**config.mk**
```make
export PLATFORM = sky130hd
export DESIGN_NAME = imu_frame_parser
export DESIGN_NICKNAME = d
export VERILOG_FILES = /design/src/design/imu_pkg.sv /design/src/design/imu_front.sv /design/src/design/imu_queue.sv /design/src/design/imu_back.sv /design/src/design/imu_frame_parser.sv
export VERILOG_INCLUDE_DIRS = /design/src /design/src/design
export SDC_FILE = /design/constraint.sdc
export NUM_CORES = 2
export LEC_CHECK = 0
export ABC_CLOCK_PERIOD_IN_PS = 25500
export BUFFER_PORTS_ARGS = -buffer_cell sky130_fd_sc_hd__buf_4
export CAP_MARGIN = 0
export CORE_UTILIZATION = 60
export CTS_CLUSTER_DIAMETER = 200
export DETAILED_ROUTE_END_ITERATION = 8
export PLACE_DENSITY = 0.77
export SYNTH_ARGS = -nofsm -noshare
export SYNTH_HDL_FRONTEND = slang
export SYNTH_SLANG_ARGS = --single-unit
```
**constraint.sdc**
```tcl
create_clock -name clock -period 25.5 [get_ports clock]
set_input_delay 6.375 -clock clock [delete_from_list [all_inputs] [get_ports clock]]
set_output_delay 6.375 -clock clock [all_outputs]
set_load 0.03 [all_outputs]
```
**src/design/imu_frame_parser_defines.svh**
```systemverilog
// ----------------------------------------------------------------------------
// imu_frame_parser assertion macros
// Concurrent check wrappers clocked on clock, disabled in reset.
// ----------------------------------------------------------------------------
`ifndef IMU_FRAME_PARSER_DEFINES_SVH
`define IMU_FRAME_PARSER_DEFINES_SVH

// same-cycle implication
`define IMU_ASSERT_SAME(lbl, ante, cons, msg) \
   lbl: assert property (@(posedge clock) disable iff (reset) (ante) |-> (cons)) \
      else $error(msg);

// next-cycle implication
`define IMU_ASSERT_NEXT(lbl, ante, cons, msg) \
   lbl: assert property (@(posedge clock) disable iff (reset) (ante) |=> (cons)) \
      else $error(msg);

`endif

```
**src/design/imu_pkg.sv**
```systemverilog
// ----------------------------------------------------------------------------
// imu_pkg
// Shared types and constants of the IMU serial frame parser.
// ----------------------------------------------------------------------------
package imu_pkg;

   localparam int WIN_LEN = 11;

   localparam logic [7:0] SYNC_BYTE  = 8'h55;
   localparam logic [7:0] TYPE_ACC   = 8'h51;
   localparam logic [7:0] TYPE_GYRO  = 8'h52;
   localparam logic [7:0] TYPE_ANGLE = 8'h53;

   localparam logic [3:0] SKIP_AFTER_FRAME = 4'd10;

   localparam int OFS_W = 26;

   localparam logic [1:0] CSR_ROLL  = 2'd0;
   localparam logic [1:0] CSR_PITCH = 2'd1;
   localparam logic [1:0] CSR_YAW   = 2'd2;

   // scale factors to Q16.16 (acceleration is x3136 then /10 rounded)
   localparam logic [31:0] ACC_MUL   = 32'd3136;
   localparam logic [31:0] ACC_ROUND = 32'd5;
   localparam logic [31:0] RATE_MUL  = 32'd4000;
   localparam logic [31:0] ANGLE_MUL = 32'd360;

   // q = (m * DIV10_MAGIC) >> 35, exact for m < 2**32
   localparam logic [31:0] DIV10_MAGIC = 32'hCCCC_CCCD;

   typedef enum logic [1:0] {
      KIND_ACC   = 2'd0,
      KIND_RATE  = 2'd1,
      KIND_ANGLE = 2'd2,
      KIND_ERR   = 2'd3
   } kind_type;

   typedef struct packed {
      kind_type    kind;
      logic [15:0] raw_x;
      logic [15:0] raw_y;
      logic [15:0] raw_z;
   } frame_type;

   typedef struct packed {
      logic      valid;
      frame_type frame;
   } push_type;

   typedef struct packed {
      logic full;
      logic empty;
   } qstat_type;

   typedef struct packed {
      logic [OFS_W-1:0] roll;
      logic [OFS_W-1:0] pitch;
      logic [OFS_W-1:0] yaw;
   } offsets_type;

endpackage

```
**src/design/imu_front.sv**
```systemverilog
// ----------------------------------------------------------------------------
// imu_front
// Byte window, skip counter and checksum check; pushes decoded raw frames.
// ----------------------------------------------------------------------------
module imu_front (
   input  logic                 clock,
   input  logic                 reset,
   input  logic                 req_tvalid,
   output logic                 req_tready,
   input  logic [7:0]           req_tdata,   // rx_byte[7:0]
   input  imu_pkg::qstat_type   qstat,
   output imu_pkg::push_type    push
);

   logic [7:0] win_ff [imu_pkg::WIN_LEN];
   logic [7:0] win_in [imu_pkg::WIN_LEN];
   logic [3:0] skip_ff;
   logic [3:0] skip_in;
   logic       accept;
   logic [7:0] sum_lo;
   logic [7:0] sum_hi;
   logic [7:0] sum;

   assign req_tready = !qstat.full;
   assign accept     = req_tvalid && req_tready;

   always_comb begin
      for (int i = 0; i < imu_pkg::WIN_LEN - 1; i++) begin
         win_in[i] = win_ff[i+1];
      end
      win_in[imu_pkg::WIN_LEN-1] = req_tdata;
   end

   // checksum over new window bytes 0..9 (old bytes 1..10)
   always_comb begin
      sum_lo = 8'd0;
      sum_hi = 8'd0;
      for (int i = 1; i <= 5; i++) begin
         sum_lo = sum_lo + win_ff[i];
         sum_hi = sum_hi + win_ff[i+5];
      end
      sum = sum_lo + sum_hi;
   end

   always_comb begin
      push.valid       = 1'b0;
      push.frame.kind  = imu_pkg::KIND_ERR;
      push.frame.raw_x = {win_ff[4], win_ff[3]};
      push.frame.raw_y = {win_ff[6], win_ff[5]};
      push.frame.raw_z = {win_ff[8], win_ff[7]};
      skip_in          = skip_ff;
      if (accept) begin
         if (skip_ff != 4'd0) begin
            skip_in = skip_ff - 4'd1;
         end else if (win_ff[1] == imu_pkg::SYNC_BYTE) begin
            if (sum != req_tdata) begin
               push.valid       = 1'b1;
               push.frame.kind  = imu_pkg::KIND_ERR;
               push.frame.raw_x = 16'd0;
               push.frame.raw_y = 16'd0;
               push.frame.raw_z = 16'd0;
            end else begin
               case (win_ff[2])
                  imu_pkg::TYPE_ACC: begin
                     push.valid      = 1'b1;
                     push.frame.kind = imu_pkg::KIND_ACC;
                     skip_in         = imu_pkg::SKIP_AFTER_FRAME;
                  end
                  imu_pkg::TYPE_GYRO: begin
                     push.valid      = 1'b1;
                     push.frame.kind = imu_pkg::KIND_RATE;
                     skip_in         = imu_pkg::SKIP_AFTER_FRAME;
                  end
                  imu_pkg::TYPE_ANGLE: begin
                     push.valid      = 1'b1;
                     push.frame.kind = imu_pkg::KIND_ANGLE;
                     skip_in         = imu_pkg::SKIP_AFTER_FRAME;
                  end
                  default: begin
                     push.valid = 1'b0;
                  end
               endcase
            end
         end
      end
   end

   always_ff @(posedge clock) begin
      if (reset) begin
         skip_ff <= 4'd0;
         for (int i = 0; i < imu_pkg::WIN_LEN; i++) begin
            win_ff[i] <= 8'd0;
         end
      end else begin
         skip_ff <= skip_in;
         if (accept) begin
            for (int i = 0; i < imu_pkg::WIN_LEN; i++) begin
               win_ff[i] <= win_in[i];
            end
         end
      end
   end

endmodule

```
**src/design/imu_queue.sv**
```systemverilog
// ----------------------------------------------------------------------------
// imu_queue
// Small FIFO of raw frames between the front and back parts.
// ----------------------------------------------------------------------------
module imu_queue #(
   parameter int QDEPTH = 4
) (
   input  logic                  clock,
   input  logic                  reset,
   input  imu_pkg::push_type     push,
   input  logic                  pop,
   output imu_pkg::frame_type    head,
   output imu_pkg::qstat_type    qstat
);

   localparam int PTR_W = (QDEPTH > 1) ? $clog2(QDEPTH) : 1;
   localparam int CNT_W = $clog2(QDEPTH + 1);
   localparam logic [PTR_W-1:0] PTR_LAST = PTR_W'(QDEPTH - 1);
   localparam logic [CNT_W-1:0] CNT_FULL = CNT_W'(QDEPTH);

   imu_pkg::frame_type mem_ff [QDEPTH];
   logic [PTR_W-1:0]   wr_ptr_ff;
   logic [PTR_W-1:0]   wr_ptr_in;
   logic [PTR_W-1:0]   rd_ptr_ff;
   logic [PTR_W-1:0]   rd_ptr_in;
   logic [CNT_W-1:0]   count_ff;
   logic [CNT_W-1:0]   count_in;

   assign qstat.full  = (count_ff == CNT_FULL);
   assign qstat.empty = (count_ff == '0);
   assign head        = mem_ff[rd_ptr_ff];

   always_comb begin
      wr_ptr_in = wr_ptr_ff;
      rd_ptr_in = rd_ptr_ff;
      count_in  = count_ff;
      if (push.valid) begin
         wr_ptr_in = (wr_ptr_ff == PTR_LAST) ? '0 : wr_ptr_ff + 1'b1;
      end
      if (pop) begin
         rd_ptr_in = (rd_ptr_ff == PTR_LAST) ? '0 : rd_ptr_ff + 1'b1;
      end
      case ({push.valid, pop})
         2'b10:   count_in = count_ff + 1'b1;
         2'b01:   count_in = count_ff - 1'b1;
         default: count_in = count_ff;
      endcase
   end

   always_ff @(posedge clock) begin
      if (reset) begin
         wr_ptr_ff <= '0;
         rd_ptr_ff <= '0;
         count_ff  <= '0;
      end else begin
         wr_ptr_ff <= wr_ptr_in;
         rd_ptr_ff <= rd_ptr_in;
         count_ff  <= count_in;
      end
   end

   always_ff @(posedge clock) begin
      if (push.valid) begin
         mem_ff[wr_ptr_ff] <= push.frame;
      end
   end

endmodule

```
**src/design/imu_back.sv**
```systemverilog
// ----------------------------------------------------------------------------
// imu_back
// Two-stage scaling pipeline to Q16.16 with the result register.
// ----------------------------------------------------------------------------
module imu_back (
   input  logic                  clock,
   input  logic                  reset,
   input  imu_pkg::frame_type    head,
   input  imu_pkg::qstat_type    qstat,
   input  imu_pkg::offsets_type  offsets,
   output logic                  pop,
   output logic                  rsp_tvalid,
   input  logic                  rsp_tready,
   output logic [95:0]           rsp_tdata,  // value_x[31:0], value_y, value_z
   output logic [1:0]            rsp_tuser   // kind[1:0]
);

   logic              v1_ff, v1_in;
   logic              v2_ff, v2_in;
   logic              en1, en2;
   imu_pkg::kind_type kind1_ff, kind1_in;
   logic [31:0]       pre1_ff [3];
   logic [31:0]       pre1_in [3];
   logic [2:0]        neg1_ff, neg1_in;
   logic [1:0]        kind2_ff;
   logic [31:0]       val2_ff [3];
   logic [31:0]       val2_in [3];
   logic [15:0]       raw    [3];
   logic [31:0]       ofs    [3];
   logic [31:0]       raw32  [3];
   logic [16:0]       mag    [3];
   logic [59:0]       prod   [3];
   logic [24:0]       quo    [3];

   assign en2 = !v2_ff || rsp_tready;
   assign en1 = !v1_ff || en2;
   assign pop = !qstat.empty && en1;

   assign v1_in = en1 ? pop : v1_ff;
   assign v2_in = en2 ? v1_ff : v2_ff;

   assign raw[0] = head.raw_x;
   assign raw[1] = head.raw_y;
   assign raw[2] = head.raw_z;
   assign ofs[0] = {{(32-imu_pkg::OFS_W){offsets.roll[imu_pkg::OFS_W-1]}}, offsets.roll};
   assign ofs[1] = {{(32-imu_pkg::OFS_W){offsets.pitch[imu_pkg::OFS_W-1]}}, offsets.pitch};
   assign ofs[2] = {{(32-imu_pkg::OFS_W){offsets.yaw[imu_pkg::OFS_W-1]}}, offsets.yaw};

   // stage 1: constant multiplies, offsets, magnitude for rounding
   always_comb begin
      kind1_in = head.kind;
      for (int a = 0; a < 3; a++) begin
         raw32[a]   = {{16{raw[a][15]}}, raw[a]};
         mag[a]     = raw[a][15] ? (17'd0 - raw32[a][16:0]) : raw32[a][16:0];
         neg1_in[a] = raw[a][15];
         case (head.kind)
            imu_pkg::KIND_ACC:
               pre1_in[a] = {15'd0, mag[a]} * imu_pkg::ACC_MUL + imu_pkg::ACC_ROUND;
            imu_pkg::KIND_RATE:
               pre1_in[a] = raw32[a] * imu_pkg::RATE_MUL;
            imu_pkg::KIND_ANGLE:
               if (a == 2) begin
                  pre1_in[a] = (32'd0 - raw32[a]) * imu_pkg::ANGLE_MUL + ofs[a];
               end else begin
                  pre1_in[a] = raw32[a] * imu_pkg::ANGLE_MUL + ofs[a];
               end
            default:
               pre1_in[a] = 32'd0;
         endcase
      end
   end

   // stage 2: divide by ten for acceleration, restore sign
   always_comb begin
      for (int a = 0; a < 3; a++) begin
         prod[a] = 60'(pre1_ff[a][27:0]) * 60'(imu_pkg::DIV10_MAGIC);
         quo[a]  = prod[a][59:35];
         if (kind1_ff == imu_pkg::KIND_ACC) begin
            val2_in[a] = neg1_ff[a] ? (32'd0 - {7'd0, quo[a]}) : {7'd0, quo[a]};
         end else begin
            val2_in[a] = pre1_ff[a];
         end
      end
   end

   always_ff @(posedge clock) begin
      if (reset) begin
         v1_ff <= 1'b0;
         v2_ff <= 1'b0;
      end else begin
         v1_ff <= v1_in;
         v2_ff <= v2_in;
      end
   end

   always_ff @(posedge clock) begin
      if (pop) begin
         kind1_ff <= kind1_in;
         neg1_ff  <= neg1_in;
         for (int a = 0; a < 3; a++) begin
            pre1_ff[a] <= pre1_in[a];
         end
      end
      if (en2 && v1_ff) begin
         kind2_ff <= kind1_ff;
         for (int a = 0; a < 3; a++) begin
            val2_ff[a] <= val2_in[a];
         end
      end
   end

   assign rsp_tvalid = v2_ff;
   assign rsp_tuser  = kind2_ff;
   assign rsp_tdata  = {val2_ff[2], val2_ff[1], val2_ff[0]};

endmodule

```
**src/design/imu_frame_parser.sv**
```systemverilog
// ----------------------------------------------------------------------------
// imu_frame_parser: IMU serial frame parser, one byte per item, Q16.16 results.
// Throughput one byte per cycle while the frame queue is not full (req_tready low when full).
// Order: window check on the last byte, frame queue, scale stage, divide stage.
// Reset (synchronous) clears window, skip count, queue, pipeline and offsets.
// ----------------------------------------------------------------------------
`include "imu_frame_parser_defines.svh"

module imu_frame_parser #(
   parameter int QDEPTH = 4
) (
   input  logic        clock,
   input  logic        reset,
   input  logic        req_tvalid,
   output logic        req_tready,
   input  logic [7:0]  req_tdata,   // rx_byte[7:0]
   output logic        rsp_tvalid,
   input  logic        rsp_tready,
   output logic [95:0] rsp_tdata,   // value_x[31:0], value_y[63:32], value_z[95:64]
   output logic [1:0]  rsp_tuser,   // kind[1:0]
   input  logic        csr_we,
   input  logic [1:0]  csr_index,
   input  logic [25:0] csr_wdata
);

   imu_pkg::push_type    push;
   imu_pkg::qstat_type   qstat;
   imu_pkg::frame_type   head;
   imu_pkg::offsets_type ofs_ff;
   imu_pkg::offsets_type ofs_in;
   logic                 pop;

   always_comb begin
      ofs_in = ofs_ff;
      if (csr_we) begin
         case (csr_index)
            imu_pkg::CSR_ROLL:  ofs_in.roll  = csr_wdata;
            imu_pkg::CSR_PITCH: ofs_in.pitch = csr_wdata;
            imu_pkg::CSR_YAW:   ofs_in.yaw   = csr_wdata;
            default:            ofs_in       = ofs_ff;
         endcase
      end
   end

   always_ff @(posedge clock) begin
      if (reset) begin
         ofs_ff <= '0;
      end else begin
         ofs_ff <= ofs_in;
      end
   end

   imu_front u_front (
      .clock      (clock),
      .reset      (reset),
      .req_tvalid (req_tvalid),
      .req_tready (req_tready),
      .req_tdata  (req_tdata),
      .qstat      (qstat),
      .push       (push)
   );

   imu_queue #(
      .QDEPTH (QDEPTH)
   ) u_queue (
      .clock (clock),
      .reset (reset),
      .push  (push),
      .pop   (pop),
      .head  (head),
      .qstat (qstat)
   );

   imu_back u_back (
      .clock      (clock),
      .reset      (reset),
      .head       (head),
      .qstat      (qstat),
      .offsets    (ofs_ff),
      .pop        (pop),
      .rsp_tvalid (rsp_tvalid),
      .rsp_tready (rsp_tready),
      .rsp_tdata  (rsp_tdata),
      .rsp_tuser  (rsp_tuser)
   );

   `IMU_ASSERT_SAME(a_err_zero, rsp_tvalid && (rsp_tuser == imu_pkg::KIND_ERR), rsp_tdata == 96'd0, "error item with nonzero data")
   `IMU_ASSERT_SAME(a_pop_nonempty, pop, !qstat.empty, "pop from empty queue")
   `IMU_ASSERT_NEXT(a_push_lands, push.valid && !pop, !qstat.empty, "pushed frame lost")

endmodule

```
**Word-level counts from Yosys, hierarchy flattened**

Memory sizes are Yosys's and may differ from the RTL's. A register that Yosys moved wholly into a read port is not among the register bits.
Cells that the tools add are included.

- Register bits: 98
- Bits in writable memories: 480
- Input bits: 41
- Word-level logic and storage cells: 153
- Memories kept: 4

Memory list:

| memory | depth | width | read ports | clocked after Yosys merged registers in | wr ports | line | RTL |
|---|---|---|---|---|---|---|---|
| u_queue.mem_ff | 4 | 50 | 1 | 1 | 1 | imu_queue.sv:21 | `imu_pkg::frame_type mem_ff [QDEPTH];` |
| u_back.pre1_ff | 3 | 32 | 3 | 0 | 3 | imu_back.sv:22 | `logic [31:0] pre1_ff [3];` |
| u_back.val2_ff | 3 | 32 | 3 | 0 | 3 | imu_back.sv:26 | `logic [31:0] val2_ff [3];` |
| u_front.win_ff | 11 | 8 | 10 | 0 | 11 | imu_front.sv:15 | `logic [7:0] win_ff [imu_pkg::WIN_LEN];` |

- $add $sub $neg: 27
- $mul: 12
- Equality and inequality tests: 15
- Muxes and demuxes: 50
- Bitwise operators: 11
- Reductions and logical operators: 22

Operator list:

| operator | count |
|---|---|
| $pmux 32 s3 | 3 |
| $mux 32 | 6 |
| $mul 28x32->60 const B | 3 |
| $mux 51 | 3 |
| $add 32x32->32 | 3 |
| $mul 32x6->29 const B | 3 |
| $mul 32x7->27 const B | 3 |
| $add 29x3->30 const B | 3 |
| $mux 8 | 11 |
| $sub 1x25->26 const A | 3 |
| $add 8x8->8 | 9 |
| $mul 17x6->23 const B | 3 |
| $sub 1x16->17 const A | 4 |
| $mux 17 | 3 |
| $mux 48 | 1 |
| $eq 8x7->1 const B | 4 |
| $mux 4 | 4 |
| $mux 1 | 12 |
| $or 1x1->1 | 11 |
| $eq 2x2->1 const B | 5 |
| $mux 2 | 4 |
| $ne 8x8->1 | 1 |
| $eq 2x1->1 const B | 3 |
| $logic_not 2->1 | 3 |
| 18 further kinds | 29 |

**Longest topological paths before layout**

An unclocked memory read counts as a cell.

- Word-level depth: 13
- Mapped depth: 37

**Cells and area by module**

A second synthesis with hierarchy kept.

- Cells, all modules: 7858
- Area total of the unflattened synthesis: 80221.9 µm²

Modules (own cells, without submodules):

| module | times used | cells each | area an instance (µm²) |
|---|---|---|---|
| imu_back | 1 | 6837 | 64062.7 |
| imu_queue | 1 | 310 | 7719.9 |
| imu_front | 1 | 426 | 5303.8 |
| imu_frame_parser | 1 | 285 | 3135.5 |

**Worst setup path before layout**

OpenSTA, ideal clock, no wires.

- Path kind: input-to-reg
- Start: in rsp_tready
- End: reg u_queue.count_ff[2]
- Library setup time: 0.070 ns
- Data arrival time: 13.319 ns
- Required time: 25.430 ns
- Setup slack: 12.111 ns
- Cell stages on the path: 8
- Path buffers: 0
- Cell sequence: nor2b_1 > a21oi_1 > ha_1 > inv_1 > fa_1 > xor2_1 > or3_1 > a21oi_1

- Cells in the longest elaborated chain, start to end: 5
- Elaborated cells between the ends (all ways): 7
- Those cells by class: eq/ne (2); mux (1); reduce/logical (4)

RTL lines:

| element | line | RTL |
|---|---|---|
| start, declared | imu_frame_parser.sv:18 | `input logic rsp_tready,` |
| $logic_or 1x1->1 (*) | imu_back.sv:35 | `assign en2 = !v2_ff \|\| rsp_tready;` |
| $logic_or 1x1->1 (*) | imu_back.sv:36 | `assign en1 = !v1_ff \|\| en2;` |
| $logic_and 1x1->1 (*) | imu_back.sv:37 | `assign pop = !qstat.empty && en1;` |
| via pop | imu_frame_parser.sv:31 | `logic pop;` |
| $eq 2x1->1 or $eq 2x2->1 (tied branches) | imu_queue.sv:43 | `case ({push.valid, pop})` |
| $pmux 3 s2 or $reduce_bool 2->1 (tied branches) | n/a |  |
| end signal, assigned | imu_queue.sv:58 | `count_ff <= count_in;` |
| end, declared | imu_queue.sv:26 | `logic [CNT_W-1:0] count_ff;` |

Mark *: on every way through the listed nets, which the timed path passes. The rest lies on a longest branch.
A chain may end at the register's enable or synchronous reset.

==> impl_results.html <==
<table>
<tr><th>Metric</th><th>Value</th></tr>
<tr><th colspan="2">Status</th></tr>
<tr><td>Status</td><td>finished clean</td></tr>
<tr><th colspan="2">Cells and area</th></tr>
<tr><td>Share of post-route cells with drive strength above 1</td><td>0.0510</td></tr>
<tr><td>Utilization of the core after routing</td><td>0.644</td></tr>
<tr><td>Syn-to-layout area delta</td><td>6.55%</td></tr>
<tr><td>Sequential cell area</td><td>16300 um^2</td></tr>
<tr><td>Area taken by multi-input logic gates</td><td>57600 um^2</td></tr>
<tr><td># nets final</td><td>10600</td></tr>
<tr><td>Fillcell total</td><td>10700</td></tr>
<tr><th colspan="2">Logic synthesis</th></tr>
<tr><td>Post-Synthesis Cell Area</td><td>80600 um^2</td></tr>
<tr><td>Cell types occupying the most area after synthesis</td><td>fa_1, ha_1, edfxtp_1</td></tr>
<tr><td>Synth unique cells</td><td>104</td></tr>
<tr><td>Register area share after synthesis</td><td>0.201</td></tr>
<tr><td>Most frequent cell after synthesis</td><td>inv_1</td></tr>
<tr><td>Cell count after synthesis</td><td>8165</td></tr>
<tr><td>Number of flip-flops and latches in the synthesized netlist</td><td>572</td></tr>
<tr><td>Most used flip-flop cell after synthesis</td><td>edfxtp_1</td></tr>
<tr><td>Post-Syn Nets</td><td>roughly 10000</td></tr>
<tr><td>Leading cell types by count after synthesis</td><td>inv_1, ha_1, fa_1</td></tr>
<tr><td>Cell accounting for the most synthesized area</td><td>fa_1</td></tr>
<tr><td>Number of warning messages in the yosys log</td><td>0</td></tr>
<tr><td>Fraction of synthesis flops using an asynchronous set or reset pin</td><td>0</td></tr>
<tr><td>Count of flip-flops with a built-in enable after synthesis</td><td>between 400 and 500</td></tr>
<tr><td>Area share of the leading cell type in the synthesized netlist</td><td>0.243</td></tr>
<tr><td>Mean instance size in the synthesized netlist</td><td>just under 10 um^2</td></tr>
<tr><th colspan="2">STA</th></tr>
<tr><td>RSZ-0062 raised after global routing</td><td>no</td></tr>
<tr><td>Clock period minus worst slack</td><td>9.42 ns</td></tr>
<tr><td>Worst rel slew slack</td><td>0.121</td></tr>
<tr><td>Clk_skew</td><td>0.0392 ns</td></tr>
<tr><td>Maximum achievable frequency</td><td>~110 MHz</td></tr>
<tr><td>Post-Route Setup TNS</td><td>0 ns</td></tr>
<tr><td>Measured slew at the worst slew-check pin</td><td>1.32 ns</td></tr>
<tr><td>Setup-violating endpoint count in the final report</td><td>0</td></tr>
<tr><td>Number of max-slew violations in the final report</td><td>0</td></tr>
<tr><td>Tcrit/Tclk final</td><td>0.369</td></tr>
<tr><td>Final hold violation count</td><td>0</td></tr>
<tr><th colspan="2">Routing</th></tr>
<tr><td>Iter 0 DRT Violations</td><td>a little under 5000</td></tr>
<tr><td>Vias per inst</td><td>around 5.9</td></tr>
<tr><td>Number of remaining DRC errors</td><td>0</td></tr>
<tr><td>Iteration count of the initial detailed-routing pass</td><td>7</td></tr>
<tr><td>Routed wire length</td><td>215000 um</td></tr>
<tr><td>Vias</td><td>59200</td></tr>
<tr><td>Number of nets with antenna violations after detailed routing</td><td>0</td></tr>
<tr><td>Detailed-route wire length per cell</td><td>about 21 um</td></tr>
<tr><th colspan="2">Clocking</th></tr>
<tr><td>Number of sinks driven by the clock tree</td><td>572</td></tr>
<tr><td>Number of buffers between clock root and the deepest sink</td><td>3</td></tr>
<tr><td>Skew-Pair Late Insertion Delay</td><td>0.66 ns</td></tr>
<tr><td>Post-CTS sizing</td><td>0</td></tr>
<tr><td>Clock edge transition at the registers on the reported setup and hold paths</td><td>0.06 ns</td></tr>
<tr><td>Hold buffer count at cts</td><td>0</td></tr>
<tr><td>Number of buffers inserted to repair setup after CTS</td><td>0</td></tr>
<tr><td>Clock buffer count from CTS</td><td>67</td></tr>
<tr><td>CTS tree</td><td>yes</td></tr>
<tr><td>Clk Tree Root Cell</td><td>clkbuf_16</td></tr>
<tr><td>Max H-tree Level</td><td>3</td></tr>
<tr><th colspan="2">Critical path</th></tr>
<tr><td>Data arrival time at the worst-slack endpoint</td><td>~9.8 ns</td></tr>
<tr><td>Critical Path Source Type</td><td>register</td></tr>
<tr><td>Maximum net fanout on the critical path</td><td>8</td></tr>
<tr><td>End of the critical path</td><td>u_back.val2_ff[0][27]</td></tr>
<tr><td>Worst Setup End Kind</td><td>register</td></tr>
<tr><td>R2r startpoint</td><td>u_back.pre1_ff[0][17]</td></tr>
<tr><td>Required time at the endpoint of the critical path</td><td>between 20 and 30 ns</td></tr>
<tr><td>Setup slack of the most critical reg-to-reg path</td><td>16.08 ns</td></tr>
<tr><td>Worst Setup Path Type</td><td>reg2reg</td></tr>
<tr><td>Endpoint of the worst-slack reg-to-reg timing path</td><td>u_back.val2_ff[0][27]</td></tr>
<tr><td>R2R depth</td><td>26</td></tr>
<tr><td>Source of the critical timing path</td><td>u_back.pre1_ff[0][17]</td></tr>
<tr><th colspan="2">GRT</th></tr>
<tr><td>Total congestion overflow after global routing</td><td>0</td></tr>
<tr><td>Routing usage on met1</td><td>0.430</td></tr>
<tr><td>Wire length of the first global-routing pass</td><td>338000 um</td></tr>
<tr><td>Met3 capacity usage during global routing</td><td>0.0580</td></tr>
<tr><td>Largest net degree at the start of global routing</td><td>87</td></tr>
<tr><td>Tot GR Track Use</td><td>0.322</td></tr>
<tr><td>Grt peak-use layer</td><td>met2</td></tr>
<tr><td>Initial antenna violation count</td><td>4</td></tr>
<tr><td>Met2 routing resource usage after global routing</td><td>0.517</td></tr>
<tr><td>Number of global-route vias before repair</td><td>61500</td></tr>
<tr><th colspan="2">Hold path</th></tr>
<tr><td>Class of the worst hold path</td><td>reg2reg</td></tr>
<tr><th colspan="2">Floorplan</th></tr>
<tr><td>I/O pin count</td><td>141</td></tr>
<tr><td>Initial core utilization</td><td>0.604</td></tr>
<tr><td>Die span in x</td><td>369 um</td></tr>
<tr><td>Rows</td><td>134</td></tr>
<tr><td>Area enclosed by the die boundary</td><td>around 140000 um^2</td></tr>
<tr><td>Die extent in y</td><td>369 um</td></tr>
<tr><td>Core Region</td><td>133000 um^2</td></tr>
<tr><th colspan="2">Job</th></tr>
<tr><td>Maximum Capacitance Violations</td><td>0</td></tr>
<tr><th colspan="2">Place</th></tr>
<tr><td>Last weighted congestion value of the routability-driven placer</td><td>1.02</td></tr>
<tr><td>Placed wire-length estimate</td><td>180000 um</td></tr>
<tr><td># port buffers</td><td>140</td></tr>
</table>
worst max-delay path, cell delays in order (launching register included):
cell and delay (ns):
edfxtp_1 0.45, inv_1 0.09, ha_1 0.34, fa_1 0.61, inv_1 0.10, fa_1 0.51, inv_1 0.07, fa_1 0.48
inv_1 0.10, fa_1 0.62, inv_1 0.08, fa_1 0.52, fa_1 0.55, inv_1 0.04, ha_1 0.40, a21oi_4 0.17
o211ai_1 0.11, a221oi_1 0.54, o2111ai_1 0.42, nand2_1 0.29, xor2_1 0.33, nand3_1 0.21, or4_4 0.57, or4b_4 0.63
nor4_2 0.33, a211oi_2 0.32, a21o_1 0.26
state kept, by name, summed over array words and instances (netlist names), named ones only:
register,flops
u_queue.mem_ff,200
u_back.v1_ff,1
u_back.rsp_tuser,2
u_back.val2_ff,96
u_back.kind1_ff,2
u_queue.wr_ptr_ff,2
u_queue.rd_ptr_ff,2
u_queue.count_ff,3
ofs_ff,78
u_back.neg1_ff,3
u_back.pre1_ff,96
u_back.rsp_tvalid,1
u_front.win_ff,80
u_front.skip_ff,4
how the worst min path moves through the flow:
| stage | from | to | depth (start not counted) |
|---|---|---|---|
| after floorplan | ofs_ff[1] | ofs_ff[1] | 2 |
| after global placement | ofs_ff[27] | ofs_ff[27] | 2 |
| after detailed placement | ofs_ff[28] | ofs_ff[28] | 2 |
| after CTS | ofs_ff[28] | ofs_ff[28] | 2 |
| after global routing | ofs_ff[28] | ofs_ff[28] | 2 |
| final | ofs_ff[28] | ofs_ff[28] | 2 |
cells by family (layout without fill, tap and decap cells):
| family | count (synthesis) | count (layout) | share of synthesized area |
|---|---|---|---|
| xor gates and xnor gates | 433 | 433 | 0.0472 |
| muxes | 74 | 74 | 0.0164 |
| buffers and inverters | 1843 | 1985 | 0.0859 |
| other | 0 | 1 | 0 |
| adders and majority gates | 2268 | 2268 | 0.443 |
| and+or+nand+nor | 1554 | 1554 | 0.0936 |
| DFF | 572 | 572 | 0.201 |
| AOI/OAI and AO/OA | 1421 | 1421 | 0.112 |
cell usage in the layout (no fill, tap or decap), types with 110 or more instances in the layout:
master,count
a21oi_1,411
nor2_1,298
edfxtp_1,479
nor2b_1,110
o21ai_0,301
inv_1,1687
buf_4,177
nand2_1,528
a21o_1,169
ha_1,1291
xnor2_1,295
xor2_1,136
fa_1,977
through the flow:
step / hold slack, ns / cell area (um^2) / setup slack (ns) / instances
after global routing: 0.475 / 85900 / 15.60 / 10100
final: 0.456 / 85900 / 16.08 / 10100
after floorplan: 0.432 / 80600 / 12.11 / 8165
after CTS: 0.458 / 85900 / 16.13 / 10100
after detailed placement: 0.450 / 83700 / 16.05 / 9955
after global placement: 0.440 / 83700 / 16.05 / 9955
metal layers:
metal,vias to the layer above,part of all wire
li1,27400,-
met1,29200,0.42
met2,2142,0.46
met3,428,0.076
met4,4,0.044
met5,-,0.000097
final cells by class:
| type | instances | area share |
|---|---|---|
| tap | 1768 | 0.0257 |
| inverter | 1688 | 0.0738 |
| timing repair buffer | 177 | 0.0155 |
| clock buffer | 80 | 0.0207 |
| clock inverter | 40 | 0.00529 |
| multi-input combinational | 5750 | 0.670 |
| antenna | 1 | 0.0000291 |
| sequential | 572 | 0.189 |
Power is left out: the tool's default activity adds up to more than one toggle a clock period on the data nets, which glitch-free logic cannot reach.
